$ cat config.mk
export PLATFORM = sky130hd
export DESIGN_NAME = sync_framed_packet_parser_core
export DESIGN_NICKNAME = d
export VERILOG_FILES = /design/src/sv/sfpp_pkg.sv /design/src/sv/sfpp_csr.sv /design/src/sv/sfpp_parser.sv /design/src/sv/sync_framed_packet_parser_core.sv
export SDC_FILE = /design/constraint.sdc
export NUM_CORES = 1
export LEC_CHECK = 0
export BUFFER_PORTS_ARGS = -buffer_cell sky130_fd_sc_hd__buf_2
export CAP_MARGIN = 15
export CORE_UTILIZATION = 25
export DETAILED_ROUTE_END_ITERATION = 12
export PLACE_DENSITY_LB_ADDON = 0.1
export SLEW_MARGIN = 30
export SYNTH_ARGS = -nofsm -noshare
export SYNTH_HDL_FRONTEND = slang
export SYNTH_SLANG_ARGS = --single-unit
$ cat constraint.sdc
create_clock -name clock -period 4.6 [get_ports clock]
set_input_delay 0.92 -clock clock [delete_from_list [all_inputs] [get_ports clock]]
set_output_delay 0.92 -clock clock [all_outputs]
set_load 0.05 [all_outputs]
$ cat src/sv/sfpp_pkg.sv
package sfpp_pkg;

   localparam int unsigned ByteWidth  = 8;
   localparam int unsigned AddrWidth  = 4;
   localparam int unsigned DataWidth  = 32;

   localparam logic [ByteWidth-1:0] SyncHighReset  = 8'd83;
   localparam logic [ByteWidth-1:0] SyncLowReset   = 8'd121;
   localparam logic [ByteWidth-1:0] MaxLengthReset = 8'd255;

   typedef enum logic [1:0] {
      REG_SYNC_HIGH  = 2'd0,
      REG_SYNC_LOW   = 2'd1,
      REG_MAX_LENGTH = 2'd2
   } reg_index_type;

   typedef enum logic [2:0] {
      EV_NONE    = 3'd0,
      EV_DATA    = 3'd1,
      EV_ACCEPT  = 3'd2,
      EV_BADSUM  = 3'd3,
      EV_INVALID = 3'd4
   } event_type;

   typedef struct packed {
      logic [ByteWidth-1:0] sync_high;
      logic [ByteWidth-1:0] sync_low;
      logic [ByteWidth-1:0] max_length;
   } cfg_type;

   typedef struct packed {
      event_type            event_res;
      logic [ByteWidth-1:0] payload_byte;
      logic [ByteWidth-1:0] byte_index;
      logic [ByteWidth-1:0] frame_command;
      logic [ByteWidth-1:0] frame_length;
   } result_type;

endpackage

$ cat src/sv/sfpp_csr.sv
module sfpp_csr (
   input  logic                               clock,
   input  logic                               reset,
   input  logic                               psel,
   input  logic                               penable,
   input  logic                               pwrite,
   input  logic [sfpp_pkg::AddrWidth-1:0]     paddr,
   input  logic [sfpp_pkg::DataWidth-1:0]     pwdata,
   output logic [sfpp_pkg::DataWidth-1:0]     prdata,
   output logic                               pready,
   output sfpp_pkg::cfg_type                  cfg
);

   sfpp_pkg::cfg_type cfg_ff;
   logic [sfpp_pkg::ByteWidth-1:0] wbyte;
   logic [sfpp_pkg::ByteWidth-1:0] rbyte;
   logic wr_en;

   assign wr_en  = psel & penable & pwrite;
   assign wbyte  = pwdata[sfpp_pkg::ByteWidth-1:0];
   assign pready = 1'b1;
   assign cfg    = cfg_ff;

   always_ff @(posedge clock) begin
      if (reset) begin
         cfg_ff.sync_high  <= sfpp_pkg::SyncHighReset;
         cfg_ff.sync_low   <= sfpp_pkg::SyncLowReset;
         cfg_ff.max_length <= sfpp_pkg::MaxLengthReset;
      end else if (wr_en) begin
         unique case (paddr[3:2])
            sfpp_pkg::REG_SYNC_HIGH:  cfg_ff.sync_high  <= wbyte;
            sfpp_pkg::REG_SYNC_LOW:   cfg_ff.sync_low   <= wbyte;
            sfpp_pkg::REG_MAX_LENGTH: cfg_ff.max_length <= wbyte;
            default: ;
         endcase
      end
   end

   always_comb begin
      unique case (paddr[3:2])
         sfpp_pkg::REG_SYNC_HIGH:  rbyte = cfg_ff.sync_high;
         sfpp_pkg::REG_SYNC_LOW:   rbyte = cfg_ff.sync_low;
         sfpp_pkg::REG_MAX_LENGTH: rbyte = cfg_ff.max_length;
         default:                  rbyte = '0;
      endcase
   end

   assign prdata = {{(sfpp_pkg::DataWidth-sfpp_pkg::ByteWidth){1'b0}}, rbyte};

endmodule

$ cat src/sv/sfpp_parser.sv
module sfpp_parser (
   input  logic                            clock,
   input  logic                            reset,
   input  sfpp_pkg::cfg_type               cfg,
   input  logic                            step,
   input  logic [sfpp_pkg::ByteWidth-1:0]  rx_byte,
   output sfpp_pkg::result_type            result
);

   typedef enum logic [2:0] {
      PH_SYNC0 = 3'd0,
      PH_SYNC1 = 3'd1,
      PH_CMD   = 3'd2,
      PH_LEN   = 3'd3,
      PH_DATA  = 3'd4,
      PH_SUMH  = 3'd5,
      PH_SUML  = 3'd6
   } phase_type;

   phase_type phase_ff, phase_in;
   logic [7:0]  command_ff, command_in;
   logic [7:0]  length_ff, length_in;
   logic [7:0]  count_ff, count_in;
   logic [15:0] sum_ff, sum_in;
   logic [7:0]  sum_high_ff, sum_high_in;

   sfpp_pkg::event_type ev;
   logic [7:0] pbyte;
   logic [7:0] pidx;

   // Fletcher step: high byte accumulates data, low byte accumulates new high
   function automatic logic [15:0] sum_add(input logic [15:0] sum, input logic [7:0] b);
      logic [7:0] hi;
      logic [7:0] lo;
      hi = sum[15:8] + b;
      lo = sum[7:0] + hi;
      return {hi, lo};
   endfunction

   always_comb begin
      phase_in    = phase_ff;
      command_in  = command_ff;
      length_in   = length_ff;
      count_in    = count_ff;
      sum_in      = sum_ff;
      sum_high_in = sum_high_ff;
      ev          = sfpp_pkg::EV_NONE;
      pbyte       = '0;
      pidx        = '0;
      unique case (phase_ff)
         PH_SYNC1: begin
            if (rx_byte == cfg.sync_low) begin
               phase_in = PH_CMD;
            end else if (rx_byte != cfg.sync_high) begin
               phase_in = PH_SYNC0;
            end
         end
         PH_CMD: begin
            command_in = rx_byte;
            sum_in     = sum_add(16'd0, rx_byte);
            phase_in   = PH_LEN;
         end
         PH_LEN: begin
            if (rx_byte > cfg.max_length) begin
               ev       = sfpp_pkg::EV_INVALID;
               phase_in = PH_SYNC0;
            end else begin
               length_in = rx_byte;
               count_in  = '0;
               sum_in    = sum_add(sum_ff, rx_byte);
               phase_in  = (rx_byte != 8'd0) ? PH_DATA : PH_SUMH;
            end
         end
         PH_DATA: begin
            ev       = sfpp_pkg::EV_DATA;
            pbyte    = rx_byte;
            pidx     = count_ff;
            sum_in   = sum_add(sum_ff, rx_byte);
            count_in = count_ff + 8'd1;
            if (count_in == length_ff) begin
               phase_in = PH_SUMH;
            end
         end
         PH_SUMH: begin
            sum_high_in = rx_byte;
            phase_in    = PH_SUML;
         end
         PH_SUML: begin
            ev = ({sum_high_ff, rx_byte} == sum_ff) ? sfpp_pkg::EV_ACCEPT
                                                    : sfpp_pkg::EV_BADSUM;
            phase_in = PH_SYNC0;
         end
         default: begin
            // sync hunt; unused phase codes land here too
            phase_in = (rx_byte == cfg.sync_high) ? PH_SYNC1 : PH_SYNC0;
         end
      endcase
   end

   always_comb begin
      result.event_res     = ev;
      result.payload_byte  = pbyte;
      result.byte_index    = pidx;
      result.frame_command = command_in;
      result.frame_length  = (ev == sfpp_pkg::EV_INVALID) ? rx_byte : length_in;
   end

   always_ff @(posedge clock) begin
      if (reset) begin
         phase_ff    <= PH_SYNC0;
         command_ff  <= '0;
         length_ff   <= '0;
         count_ff    <= '0;
         sum_ff      <= '0;
         sum_high_ff <= '0;
      end else if (step) begin
         phase_ff    <= phase_in;
         command_ff  <= command_in;
         length_ff   <= length_in;
         count_ff    <= count_in;
         sum_ff      <= sum_in;
         sum_high_ff <= sum_high_in;
      end
   end

endmodule

$ cat src/sv/sync_framed_packet_parser_core.sv
// channel   direction  handshake         payload
// req       in         req_valid/stall   rx_byte
// rsp       out        rsp_valid/stall   event_res, payload_byte, byte_index,
//                                        frame_command, frame_length
// csr       in/out     APB               sync_high, sync_low, max_length
//
// One byte per cycle sustained while rsp_stall is low; each byte gives exactly one result word.
// Each byte passes through the input register, then the parse step into the result register.
// Synchronous reset puts the parser in sync hunt and loads the register defaults.
// A stalled result holds; one more byte is taken into the input register, then
// req_stall rises until the result is taken.
module sync_framed_packet_parser_core (
   input  logic                             clock,
   input  logic                             reset,
   input  logic                             req_valid,
   output logic                             req_stall,
   input  logic [7:0]                       req_rx_byte,
   output logic                             rsp_valid,
   input  logic                             rsp_stall,
   output logic [2:0]                       rsp_event_res,
   output logic [7:0]                       rsp_payload_byte,
   output logic [7:0]                       rsp_byte_index,
   output logic [7:0]                       rsp_frame_command,
   output logic [7:0]                       rsp_frame_length,
   input  logic                             csr_psel,
   input  logic                             csr_penable,
   input  logic                             csr_pwrite,
   input  logic [sfpp_pkg::AddrWidth-1:0]   csr_paddr,
   input  logic [sfpp_pkg::DataWidth-1:0]   csr_pwdata,
   output logic [sfpp_pkg::DataWidth-1:0]   csr_prdata,
   output logic                             csr_pready
);

   sfpp_pkg::cfg_type    cfg;
   sfpp_pkg::result_type result;
   sfpp_pkg::result_type out_ff;

   logic       in_valid_ff;
   logic [7:0] in_byte_ff;
   logic       out_valid_ff;
   logic       advance;
   logic       in_load;

   sfpp_csr u_csr (
      .clock   (clock),
      .reset   (reset),
      .psel    (csr_psel),
      .penable (csr_penable),
      .pwrite  (csr_pwrite),
      .paddr   (csr_paddr),
      .pwdata  (csr_pwdata),
      .prdata  (csr_prdata),
      .pready  (csr_pready),
      .cfg     (cfg)
   );

   sfpp_parser u_parser (
      .clock   (clock),
      .reset   (reset),
      .cfg     (cfg),
      .step    (advance),
      .rx_byte (in_byte_ff),
      .result  (result)
   );

   // word moves from input register to result register
   assign advance   = in_valid_ff & (~out_valid_ff | ~rsp_stall);
   assign req_stall = in_valid_ff & ~advance;
   assign in_load   = req_valid & ~req_stall;

   always_ff @(posedge clock) begin
      if (reset) begin
         in_valid_ff  <= 1'b0;
         out_valid_ff <= 1'b0;
      end else begin
         if (in_load) begin
            in_valid_ff <= 1'b1;
         end else if (advance) begin
            in_valid_ff <= 1'b0;
         end
         if (advance) begin
            out_valid_ff <= 1'b1;
         end else if (~rsp_stall) begin
            out_valid_ff <= 1'b0;
         end
      end
   end

   always_ff @(posedge clock) begin
      if (in_load) begin
         in_byte_ff <= req_rx_byte;
      end
      if (advance) begin
         out_ff <= result;
      end
   end

   assign rsp_valid         = out_valid_ff;
   assign rsp_event_res     = out_ff.event_res;
   assign rsp_payload_byte  = out_ff.payload_byte;
   assign rsp_byte_index    = out_ff.byte_index;
   assign rsp_frame_command = out_ff.frame_command;
   assign rsp_frame_length  = out_ff.frame_length;

endmodule

==> impl_metrics.env <==
export IMPL_status="completed"
export IMPL_grt_use_met3_pct=3.090
export IMPL_core_area_um2=25180
export IMPL_dp_cells=1026
export IMPL_nets=791
export IMPL_cts_clk_slew_worst_paths_ps=60
export IMPL_power_density_nw_per_um2=368.5
export IMPL_vias=4774
export IMPL_slew_limit_headroom_pct=33.92
export IMPL_total_power_mw=2.801
export IMPL_finalCritPeriodShare_pct=70.88
export IMPL_hold_buffers=0
export IMPL_yosysUniqueCellTypes=55
export IMPL_crit_required_ps=4890
export IMPL_start_util_pct=25.47
export IMPL_dp_hpwl_mm=11.97
export IMPL_wire_per_inst_um=16.20
export IMPL_synth_most_common_cell="dfxtp_1"
export IMPL_synth_avg_cell_area_um2=9.779
export IMPL_critPathKind="flop to flop"
export IMPL_overflow=0
export IMPL_min_period_ps=3261
export IMPL_synth_flop_cell="dfxtp_1"
export IMPL_use_met2_pct=19.63
export IMPL_cp_max_fo=3
export IMPL_area_delta_synth_final_pct=18.47
export IMPL_cts_setup_buffers=0
export IMPL_use_met1_pct=19.94
export IMPL_setup_violations=0
export IMPL_worstMarginPinSlew_ps=991.3
export IMPL_clk_latency_ps=420
export IMPL_yosysTopAreaCell="dfxtp_1"
export IMPL_max_cap_viol_count=0
export IMPL_timing_final_max_slew_violations=0
export IMPL_io_pins=121
export IMPL_drt_first_pass_iters=5
export IMPL_hp_class="flop to flop"
export IMPL_ys_seq_area_share_pct=44.16
export IMPL_die_area_um2=26300
export IMPL_die_h_um=162.2
export IMPL_skew_ps=9.813
export IMPL_root_buffer="clkbuf_16"
export IMPL_clockBufferDepth=2
export IMPL_max_freq_ghz=0.3067
export IMPL_netlist_top_cells_area="dfxtp_1, edfxtp_1, mux2i_1"
export IMPL_num_rows=58
export IMPL_async_reset_ff_share_pct=0
export IMPL_antenna_found_initial=0
export IMPL_cts_tree="built"
export IMPL_portBuffers=69
export IMPL_grt_pass1_vias=4769
export IMPL_drtIter0Drc=301
export IMPL_cts_sinks=120
export IMPL_cts_resized=0
export IMPL_vdd_drop_max_mv=0.1617
export IMPL_cp_start_kind="flop"
export IMPL_viasPerCell=4.512
export IMPL_h_tree_depth=4
export IMPL_antenna_left=0
export IMPL_grt_max_degree=52
export IMPL_routabilityCongestion=0.7715
export IMPL_top_usage_layer="met1"
export IMPL_layout_cells_non_filler=1058
export IMPL_synthTopCellsByCount="dfxtp_1, nor2_1, nand2_1"
export IMPL_rsz0062_at_grt="no"
export IMPL_die_w_um=162.2
export IMPL_synth_edf_count=43
export IMPL_wl_mm=17.14
export IMPL_synth_warnings=0
export IMPL_p_leak_nw=3.027
export IMPL_ys_ff_latch=120
export IMPL_grt_total_usage_pct=13.75
export IMPL_setup_tns_ps=0
export IMPL_hold_viol=0
export IMPL_synth_cells=656
export IMPL_arrival_ps=3550
export IMPL_synth_top_cell_area_share_pct=24.03
export IMPL_crit_path_end_kind="flop"
export IMPL_synth_area_um2=6415
export IMPL_drc=0
export IMPL_grt_pass1_wl_mm=27.18
export IMPL_drive_above_1_share_pct=19.51
export IMPL_antenna_cells=0
export IMPL_cts_made_buffers=17
==> sequential cells by signal, summed over array words and instances (netlist names) <==
| signal | count |
|---|---|
| in_byte_ff | 8 |
| in_valid_ff | 1 |
| rsp_byte_index | 8 |
| rsp_event_res | 3 |
| rsp_frame_command | 8 |
| rsp_frame_length | 8 |
| rsp_payload_byte | 8 |
| rsp_valid | 1 |
| u_csr.cfg | 24 |
| u_parser.command_ff | 8 |
| u_parser.count_ff | 8 |
| u_parser.length_ff | 8 |
| u_parser.phase_ff | 3 |
| u_parser.sum_ff | 16 |
| u_parser.sum_high_ff | 8 |
==> logic make-up after synthesis <==
kind of cell | synth area share (%)
xor gates and xnor gates | 7.744
muxes | 8.075
AOI/OAI and AO/OA | 11.78
buffers and inverters | 6.671
other | 0.1171
and+or+nand+nor | 16.34
DFF | 44.16
adders and majority gates | 5.110
==> final cells by class <==
cell class	instances	area, um^2
flip-flops and latches	120	2833
fillers	2642	17580
inverters	15	56.30
clock inverters	12	162.7
well taps	330	412.9
multi-input cells	481	3248
repair buffers	80	430.4
clock buffers	20	456.7
==> final timing paths <==
kind	cells past startpoint	end	slack, ps	startpoint
worst max register to register	14	u_parser.sum_ff[7]	1340	in_byte_ff[0]
worst min-delay path	2	u_csr.cfg[10]	490	u_csr.cfg[10]
worst min register to register	2	u_csr.cfg[10]	490	u_csr.cfg[10]
worst max-delay path	14	u_parser.sum_ff[7]	1340	in_byte_ff[0]
==> cells in the final DEF (no fill, tap or decap), drive strengths merged, types with 4 or more instances in the layout <==
cell,count
buf,80
dfxtp,77
nor2,69
nand2,55
edfxtp,43
xnor2,41
a21oi,36
mux2i,36
conb,25
ha,23
o21ai,23
clkbuf,20
and2,19
inv,19
nand3,15
mux2,14
xor2,14
a211o,13
nand4,10
a311oi,10
nor2b,10
nor3,9
nand3b,8
nor4,5
a21o,5
or3,5
a31oi,5
and3,4
==> per-layer routing <==
metal	share of wire (%)	vias up
met5	0	-
li1	-	2375
met4	1.7	0
met1	53	2246
met2	41	135
met3	4.9	18
==> through the flow <==
step | hold WS [ps] | util [%] | setup slack, ps | cell area, um^2
CTS | 489.6 | 30.18 | 1335 | 7600
detailed placement | 479.0 | 27.72 | 1332 | 6980
finish | 488.2 | 30.18 | 1339 | 7600
global placement | 468.5 | 27.71 | 1347 | 6978
floorplan | 443.7 | - | 1016 | 6501
global route | 510.2 | 30.18 | 1080 | 7600
==> power breakdown <==
group          internal, mW  switching, mW
logic                0.0602          0.200
clock network         0.888          0.516
registers              1.12         0.0168
total                  2.07          0.733
==> critical path, stage by stage, from the launching register on <==
cell      delay [ps]
edfxtp_1         410
ha_1             290
fa_1             420
a21o_1           170
a21oi_1          230
o21bai_1         100
a21oi_1          190
xnor2_1          180
ha_1             310
a21oi_1          190
o211ai_1         110
nand2_1          110
xnor2_1           90
o41ai_1          260
a21oi_1           70
Power figures use the tool's default switching activity.
